`config.mk`:
```
export PLATFORM = sky130hd
export DESIGN_NAME = swm_csr
export DESIGN_NICKNAME = d
export VERILOG_FILES = /design/src/design/swm_pkg.sv /design/src/design/swm_csr.sv
export SDC_FILE = /design/constraint.sdc
export NUM_CORES = 1
export LEC_CHECK = 0
export ABC_AREA = 1
export BUFFER_PORTS_ARGS = -buffer_cell sky130_fd_sc_hd__buf_2
export CORE_MARGIN = 1
export CORE_UTILIZATION = 28
export DETAILED_ROUTE_END_ITERATION = 7
export PLACE_DENSITY_LB_ADDON = 0.05
export RECOVER_POWER = 100
export SETUP_SLACK_MARGIN = 0.1
export SYNTH_ARGS = -nofsm -noshare
export SYNTH_HDL_FRONTEND = slang
export SYNTH_SLANG_ARGS = --single-unit
```
`constraint.sdc`:
```
create_clock -name clock -period 0.8 [get_ports clock]
set_input_delay 0.08 -clock clock [delete_from_list [all_inputs] [get_ports clock]]
set_output_delay 0.08 -clock clock [all_outputs]
set_load 0.02 [all_outputs]
```
`src/design/swm_pkg.sv`:
```
// Shared types and constants of the sliding window maximum filter.
`timescale 1ns / 1ps

package swm_pkg;

   localparam int WINDOW_MAX = 64;
   localparam int IDX_W      = $clog2(WINDOW_MAX);
   localparam int AGE_W      = $clog2(WINDOW_MAX + 1);
   localparam int WSIZE_W    = 7;
   localparam int SAMPLE_W   = 32;
   localparam int CSR_ADDR_W = 3;
   localparam int CSR_DATA_W = 32;
   localparam int CSR_IDX_W  = 1;

   localparam logic [CSR_IDX_W-1:0] REG_WINDOW_SIZE = 1'b0;

   typedef enum logic [1:0] {
      CELL_HOLD = 2'd0,
      CELL_DROP = 2'd1,
      CELL_STEP = 2'd2
   } cell_op_type;

   typedef struct packed {
      cell_op_type                 op;
      logic                        restart;
      logic                        shift_one;
      logic signed [SAMPLE_W-1:0]  sample;
      logic [WSIZE_W-1:0]          window;
   } cell_ctrl_type;

   typedef struct packed {
      logic                        live;
      logic signed [SAMPLE_W-1:0]  value;
      logic [AGE_W-1:0]            age;
   } cell_link_type;

endpackage

```
`src/design/swm_csr.sv`:
```
// Register port holding the window size setting.
`timescale 1ns / 1ps

module swm_csr (
   input  logic                             clock,
   input  logic                             reset,
   input  logic                             csr_psel,
   input  logic                             csr_penable,
   input  logic                             csr_pwrite,
   input  logic [swm_pkg::CSR_ADDR_W-1:0]   csr_paddr,
   input  logic [swm_pkg::CSR_DATA_W-1:0]   csr_pwdata,
   output logic [swm_pkg::CSR_DATA_W-1:0]   csr_prdata,
   output logic                             csr_pready,
   output logic [swm_pkg::WSIZE_W-1:0]      window_size
);
   import swm_pkg::*;

   logic [WSIZE_W-1:0]   window_size_ff, window_size_in;
   logic [CSR_IDX_W-1:0] reg_index;
   logic                 write_en;

   assign reg_index = csr_paddr[CSR_ADDR_W-1:2];
   assign write_en  = csr_psel && csr_penable && csr_pwrite && csr_pready;
   assign csr_pready = 1'b1;

   always_comb begin
      window_size_in = window_size_ff;
      if (write_en && reg_index == REG_WINDOW_SIZE) begin
         window_size_in = csr_pwdata[WSIZE_W-1:0];
      end
   end

   always_comb begin
      csr_prdata = '0;
      case (reg_index)
         REG_WINDOW_SIZE: csr_prdata = CSR_DATA_W'(window_size_ff);
         default:         csr_prdata = '0;
      endcase
   end

   always_ff @(posedge clock) begin
      if (reset) begin
         window_size_ff <= WSIZE_W'(1);
      end else begin
         window_size_ff <= window_size_in;
      end
   end

   assign window_size = window_size_ff;

endmodule

```
==> qor.yml <==
status:
  outcome: "finished with violations"
  violations: "negative setup slack"
die:
  row_count: 16
  die_h_um: 48.5
  io_pins: 80
  start_util_pct: 30.3
  dieArea_um2: 2350
  core_um2: 2000
  die_x_um: 48.5
global_routing:
  track_usage_pct: 10.1
  grt_pass1_vias: 416
  grt_remaining_overflow: 0
  grt_max_degree: 8
  grt_pass1_wl_um: 1760
  antenna_found_initial: 0
placed_design:
  hpwl_um: 868
  placed_area_um2: 749
  io_buffers: 26
  gp_congestion: 0.696
  dp.cells: 144
routing:
  vias: 530
  antenna_left: 0
  routedWlPerCell_um: 7.47
  first_iter_violations: 1
  firstDrtPassIters: 3
  finalWirelength_um: 1120
  route.detailed.drc: 0
  viasPerCell: 3.53
setup_path:
  path_cells: "buf_4 -> buf_6"
  worstPathArrival_ns: 0.82
  worst-path-buf-inv: 2
  crit_path_start_kind: "register"
  cp_max_fo: 3
  cp_data_required_time_ns: 0.72
  worst-setup-path-type: "reg -> out"
  cpMaxStageDelayCell: "dfxtp_2"
  end_kind: "primary output"
  critPathMaxStageDelay_ns: 0.33
  crit_family: "flip-flops"
power:
  vdd_drop_max_v: 0.000555
  power.total_mw: 1.05
  leakagePower_nw: 0.475
  p_per_area_nw_per_um2: 1210
synthesis:
  syn-cell-area_um2: 606
  avgSynthCellArea_um2: 6.65
  yosysWarnings: 0
  ys_seq_area_share_pct: 23.1
  syn_inst: 91
  synth_cell_types: 15
  ys_ff_latch: 7
run:
  maxCapViolations: 0
sta:
  timing.fmax_mhz: 1110
  final_max_slew_viol_count: 0
  setup_viol: 12
  hold_viol: 0
  fin_skew_ns: 0
  period_needed_ns: 0.903
  fin_crit_sh_pct: 113
  rsz0062_at_grt: "yes"
  setup_ws_ns: -0.103
clock_tree:
  clock_latency_ns: 0.25
  clk_pin_slew_ns: 0.06
  cts_buffers: 3
  cts_tree: "done"
  holdBufCountCts: 0
  cts_buffer_depth: 2
  cts_num_sinks: 7
  cts_max_level: 1
  cts_root_buf: "clkbuf_4"
final_layout:
  final_cell_mix: "conb_1, nor2_1, buf_2, buf_6"
  num_antenna_cells: 0
  areaGrowthSynthToFinish_pct: 43.2
  final_cell_count_no_fill: 150
  largest_reg_flops: 7
  final_common_cell: "conb_1"
  drive_above_1_share_pct: 49.6
  stdcell_area_um2: 867
  num-nets-final: 164
hold_path:
  hp-class: "in -> reg"
## cell usage after synthesis
master    number  area, um2
nor2_1        19       71.3
nand2_2        1       6.26
inv_2          1       3.75
nand2_1        7       26.3
dfxtp_1        7        140
nor2_4         1       11.3
buf_6          1       11.3
inv_1         15       56.3
o21ai_1        1       5.00
clkinv_2       1       5.00
nand3_1        7       35.0
buf_4         26        195
nand2_4        1       11.3
nor2_8         1       20.0
conb_1         2       7.51
## layout make-up
type,count,area [um2]
Multi-Input combinational cell,64,337
Clock buffer,4,26.3
Sequential cell,7,149
Tap cell,27,33.8
Inverter,17,65.1
Timing Repair Buffer,31,256
Fill cell,226,1130
## per-stage QoR
stage | hold slack (ns) | setup WS, ns | setup TNS [ns] | utilization [%]
after global placement | 0.300 | 0.0402 | 0 | 37.4
after floorplan | 0.206 | 0.0972 | 0 | -
after CTS | 0.0365 | -0.113 | -0.932 | 41.7
final | 0.0468 | -0.103 | -0.899 | 43.3
after global routing | 0.0768 | -0.147 | -1.40 | 43.3
after detailed placement | 0.303 | 0.0178 | 0 | 37.4
## timing repair
item,CTS,global route
resized for setup,27,5
endpoints found under the setup margin,14,14
setup buffers,0,2
## power by group
part / total [mW] / internal [mW] / switching [mW]
clock: 0.327 / 0.191 / 0.136
sequential: 0.374 / 0.364 / 0.0108
combinational: 0.345 / 0.110 / 0.235
## worst paths after layout
path	start	end	slack, ns	cells after the start
max	window_size[1]$_SDFFE_PP0P_	window_size[1]	-0.10	2
min	csr_pwdata[0]	window_size[0]$_SDFFE_PP1P_	0.05	3
max reg2reg	window_size[5]$_SDFFE_PP0P_	window_size[5]$_SDFFE_PP0P_	0.20	2
min reg2reg	window_size[0]$_SDFFE_PP1P_	window_size[0]$_SDFFE_PP1P_	0.49	2
## logic make-up after synthesis
logic type	share of synthesized area [%]
buffers and inverters	44.8
other	1.24
AOI/OAI and AO/OA	0.826
DFF	23.1
and+or+nand+nor	30.0
## worst min-delay path: stages
cell and delay (ns):
buf_2 0.08, nand2_1 0.04, nand3_1 0.07
## layer usage
| layer | GRT usage (%) | wire length [um] |
|---|---|---|
| met2 | 16.2 | 536 |
| met1 | 11.5 | 468 |
| met3 | 1.89 | 92 |
| met5 | 0 | 0 |
| met4 | 8.82 | 22 |
Power figures use the tool's default switching activity.
