==> config.mk <==
export PLATFORM = sky130hd
export DESIGN_NAME = swm_cell
export DESIGN_NICKNAME = d
export VERILOG_FILES = /design/src/design/swm_pkg.sv /design/src/design/swm_cell.sv
export SDC_FILE = /design/constraint.sdc
export NUM_CORES = 1
export LEC_CHECK = 0
export BUFFER_PORTS_ARGS = -buffer_cell sky130_fd_sc_hd__buf_2
export CELL_PAD_IN_SITES_DETAIL_PLACEMENT = 1
export CELL_PAD_IN_SITES_GLOBAL_PLACEMENT = 1
export CORE_MARGIN = 2
export CORE_UTILIZATION = 30
export CTS_BUF_LIST = sky130_fd_sc_hd__clkbuf_16
export DETAILED_ROUTE_END_ITERATION = 8
export PLACE_DENSITY_LB_ADDON = 0.1
export REMOVE_ABC_BUFFERS = 1
export SKIP_LAST_GASP = 1
export SLEW_MARGIN = 20
export SYNTH_ARGS = -nofsm -noshare
export SYNTH_HDL_FRONTEND = slang
export SYNTH_SLANG_ARGS = --single-unit
export TNS_END_PERCENT = 20
==> constraint.sdc <==
create_clock -name clock -period 5.4 [get_ports clock]
set_input_delay 0.54 -clock clock [delete_from_list [all_inputs] [get_ports clock]]
set_output_delay 0.54 -clock clock [all_outputs]
set_load 0.02 [all_outputs]
==> src/design/swm_pkg.sv <==
// Shared types and constants of the sliding window maximum filter.
`timescale 1ns / 1ps

package swm_pkg;

   localparam int WINDOW_MAX = 64;
   localparam int IDX_W      = $clog2(WINDOW_MAX);
   localparam int AGE_W      = $clog2(WINDOW_MAX + 1);
   localparam int WSIZE_W    = 7;
   localparam int SAMPLE_W   = 32;
   localparam int CSR_ADDR_W = 3;
   localparam int CSR_DATA_W = 32;
   localparam int CSR_IDX_W  = 1;

   localparam logic [CSR_IDX_W-1:0] REG_WINDOW_SIZE = 1'b0;

   typedef enum logic [1:0] {
      CELL_HOLD = 2'd0,
      CELL_DROP = 2'd1,
      CELL_STEP = 2'd2
   } cell_op_type;

   typedef struct packed {
      cell_op_type                 op;
      logic                        restart;
      logic                        shift_one;
      logic signed [SAMPLE_W-1:0]  sample;
      logic [WSIZE_W-1:0]          window;
   } cell_ctrl_type;

   typedef struct packed {
      logic                        live;
      logic signed [SAMPLE_W-1:0]  value;
      logic [AGE_W-1:0]            age;
   } cell_link_type;

endpackage

==> src/design/swm_cell.sv <==
// One candidate slot of the monotonic queue, linked to its two neighbors.
`timescale 1ns / 1ps

module swm_cell (
   input  logic                          clock,
   input  logic                          reset,
   input  swm_pkg::cell_ctrl_type        ctrl,
   input  logic [swm_pkg::IDX_W-1:0]     position,
   input  swm_pkg::cell_link_type        next_link,
   input  logic                          prev_keep,
   output swm_pkg::cell_link_type        link,
   output logic                          stale,
   output logic                          keep,
   output logic signed [swm_pkg::SAMPLE_W-1:0] front_value,
   output logic                          valid,
   output logic [swm_pkg::AGE_W-1:0]     age
);
   import swm_pkg::*;

   logic                       valid_ff, valid_in;
   logic signed [SAMPLE_W-1:0] value_ff, value_in;
   logic [AGE_W-1:0]           age_ff, age_in;
   logic                       in_window;
   logic                       src_live;
   logic signed [SAMPLE_W-1:0] src_value;
   logic [AGE_W-1:0]           src_age;
   logic                       take_new;

   // A slot counts only if no restart is pending and it lies inside the window.
   assign in_window = ({1'b0, position} < ctrl.window);
   assign link.live  = valid_ff && !ctrl.restart && in_window;
   assign link.value = value_ff;
   assign link.age   = age_ff;

   assign stale = link.live && ({1'b0, age_ff} + 1'b1 >= {1'b0, ctrl.window});

   always_comb begin
      if (ctrl.shift_one) begin
         src_live  = next_link.live;
         src_value = next_link.value;
         src_age   = next_link.age;
      end else begin
         src_live  = link.live;
         src_value = value_ff;
         src_age   = age_ff;
      end
   end

   // Candidates not below the new sample stay; the first free slot takes it.
   assign keep     = src_live && !(src_value < ctrl.sample);
   assign take_new = !keep && prev_keep;

   always_comb begin
      valid_in = valid_ff;
      value_in = value_ff;
      age_in   = age_ff;
      case (ctrl.op)
         CELL_DROP: begin
            valid_in = next_link.live;
            value_in = next_link.value;
            age_in   = next_link.age;
         end
         CELL_STEP: begin
            valid_in = keep || take_new;
            value_in = keep ? src_value : ctrl.sample;
            age_in   = keep ? AGE_W'(src_age + 1'b1) : '0;
         end
         default: begin
            valid_in = valid_ff;
         end
      endcase
   end

   assign front_value = value_in;
   assign valid       = valid_ff;
   assign age         = age_ff;

   always_ff @(posedge clock) begin
      if (reset) begin
         valid_ff <= 1'b0;
      end else begin
         valid_ff <= valid_in;
      end
   end

   always_ff @(posedge clock) begin
      value_ff <= value_in;
      age_ff   <= age_in;
   end

endmodule

==> insert_results.sql <==
INSERT INTO impl_metrics (metric_group, metric, value, unit) VALUES
('outcome', 'run_status', 'finished clean', ''),
('timing', 'max_freq', '197', 'MHz'),
('clock_network', 'clock_transition_at_path_regs', '60', 'ps'),
('critical_path', 'cp_max_fo', '34', ''),
('critical_path', 'start_kind', 'input pin', ''),
('timing', 'layout_worst_path_cycle_share', '94.1', '%'),
('yosys', 'synthCells', '491', ''),
('finish', 'commonest_non_fill_non_tap_cell_in_the_layout', 'buf_2', ''),
('timing', 'setup_tns', '0', 'ps'),
('timing', 'fin_ws', '319', 'ps'),
('clock_network', 'cts_hold_repair.buffers', '0', ''),
('floorplanning', 'floorplan.initialDensity', '30.6', '%'),
('global_route', 'first_pass_grt_wire_length', '22.6', 'mm'),
('global_route', 'global_route.usage.total', '19.6', '%'),
('global_route', 'gr-total-overflow', '0', ''),
('yosys', 'number_of_warnings_printed_during_yosys_synthesis', '0', ''),
('timing', 'timing.final.hold_violations', '0', ''),
('global_route', 'grt_use_met3', '3.09', '%'),
('floorplanning', 'floorplan.rows', '42', ''),
('finish', 'final-instance-count-excl-fill', '816', ''),
('timing', 'final_critical_period', '5080', 'ps'),
('critical_path', 'crit-reg2reg-capture', 'value_ff[17]', ''),
('yosys', 'syn-mean-instance-area', '8.18', 'µm²'),
('clock_network', 'htree_levels', '2', ''),
('pwr', 'p_seq_share', '30.4', '%'),
('placed_design', 'number_of_instances_in_the_placed_design', '808', ''),
('critical_path', 'cp_data_arrival_time', '4540', 'ps'),
('yosys', 'dominantRegCellSynth', 'dfxtp_1', ''),
('clock_network', 'cts_inserted_buffers', '5', ''),
('critical_path', 'crit_required', '4860', 'ps'),
('placed_design', 'dp_worst_setup_slack', '319', 'ps'),
('min_path', 'hold_path_depth', '2', ''),
('pwr', 'power.ir.vdd_worst', '0.116', 'mV'),
('min_path', 'min_delay_worst_endpoint', 'valid', ''),
('critical_path', 'reg2reg_depth', '10', ''),
('yosys', 'edff_count_synth', '7', ''),
('finish', 'post_route_cells_drive_above_1_share', '35.0', '%'),
('min_path', 'holdCritStartpoint', 'prev_keep', ''),
('route', 'detail_route.wl_per_cell', '17.1', 'µm'),
('global_route', 'via_count_of_the_first_global_routing_pass', '4399', ''),
('route', 'drt_wl_total', '14.0', 'mm'),
('pwr', 'proportion_of_power_drawn_by_the_clock_network', '22.9', '%'),
('clock_network', 'worst_skew_pair.late_latency', '300', 'ps'),
('timing', 'final.hold.worst_slack', '465', 'ps'),
('timing', 'slew_violations', '0', ''),
('clock_network', 'tritoncts_clock_tree', 'built', ''),
('route', 'detail_route.drc_violations', '0', ''),
('critical_path', 'cp-end-kind', 'output port', ''),
('min_path', 'worst_hold_path_type', 'input pin to register', ''),
('placed_design', 'post-dp-hpwl', '10.5', 'mm'),
('yosys', 'ys_seq_elements', '40', ''),
('pwr', 'swShare', '42.7', '%'),
('pwr', 'switching_power', '571', 'µW'),
('route', 'via_count', '4204', ''),
('route', 'drt_pass1_iterations', '4', ''),
('clock_network', 'postCtsSetupBuffers', '0', ''),
('timing', 'fin_worst_skew', '8.46', 'ps'),
('finish', 'n_antenna_cell', '0', ''),
('clock_network', 'cts_root_buf', 'clkbuf_16', ''),
('yosys', 'synth.distinct_cells', '43', ''),
('timing', 'report.final.setup_viol', '0', ''),
('pwr', 'power.density', '262', 'nW/µm²'),
('placed_design', 'io_buffers', '173', ''),
('critical_path', 'crit-reg2reg-launch', 'value_ff[17]', ''),
('placed_design', 'routabilityCongestion', '0.761', ''),
('global_route', 'globalRouteMet2Util', '33.0', '%'),
('global_route', 'grt_max_degree', '72', ''),
('pwr', 'cell_internal_pwr', '765', 'µW'),
('run', 'timing.max_cap.violations', '0', ''),
('route', 'avgViaCountPerCell', '5.15', ''),
('floorplanning', 'dieHeight', '120', 'µm');
how the worst max path moves through the flow:
stage                            to
finish              front_value[17]
global route        front_value[17]
CTS                 front_value[17]
detailed placement  front_value[17]
global placement    front_value[17]
floorplan           front_value[10]
per-layer routing:
metal  up-vias  wire (µm)
met5         -          0
met4         0        242
met3        15        628
met2       117       6420
met1      2009       6690
li1       2063          -
final cells by class:
cell class	count	area [µm²]
Sequential cell	40	871
Clock inverter	3	11.3
Inverter	47	180
Tap cell	176	220
Fill cell	1649	8050
Multi-Input combinational cell	368	2790
Clock buffer	5	125
Timing Repair Buffer	177	896
cell families (layout without fill, tap and decap cells):
family	Yosys count	count (layout)	share of synthesized area [%]
AOI/OAI and AO/OA	150	150	21.6
xor gates and xnor gates	11	11	2.40
adders and majority gates	47	47	14.6
buffers and inverters	83	232	9.03
DFF	40	40	21.7
muxes	71	71	18.8
and+or+nand+nor	89	89	11.8
Yosys cell counts (8+ instances only):
master,instances,area share (%)
nand3_1,9,1.1
mux2i_1,35,8.7
a21oi_1,44,5.5
o21ai_0,71,8.8
clkbuf_1,25,2.3
dfxtp_1,33,16
inv_1,46,4.3
ha_1,47,15
nand2_1,16,1.5
and3_1,33,5.1
mux2_2,36,10
a21o_1,8,1.5
nor2_1,15,1.4
flip-flops by register name, indices dropped and copies added (netlist names):
| register | cells |
|---|---|
| valid | 1 |
| age | 7 |
| value_ff | 32 |
worst max-delay path: stages:
cell,delay [ps]
buf_2,290
buf_4,370
mux2_2,390
ha_1,320
nand4_1,160
nor4_1,500
nand4_1,140
o22ai_1,270
o211ai_4,190
inv_4,510
mux2i_1,150
o21ai_0,420
buf_2,260
power by group through the flow:
| stage | logic, µW | registers (µW) | clock network [µW] |
|---|---|---|---|
| after floorplan | 335 | 466 | 0 |
| after global routing | 688 | 415 | 331 |
| after CTS | 633 | 406 | 321 |
| after detailed placement | 628 | 413 | 0 |
| after global placement | 616 | 409 | 0 |
| final | 624 | 406 | 306 |
per-stage QoR:
stage	cell area, µm²	power, µW
6_report	5090	1340
5_1_grt	5090	1430
4_1_cts	5090	1360
3_5_place_dp	4950	1040
3_3_place_gp	4950	1030
2_1_floorplan	3830	801
Note: power is estimated with default switching activity, not from simulation.
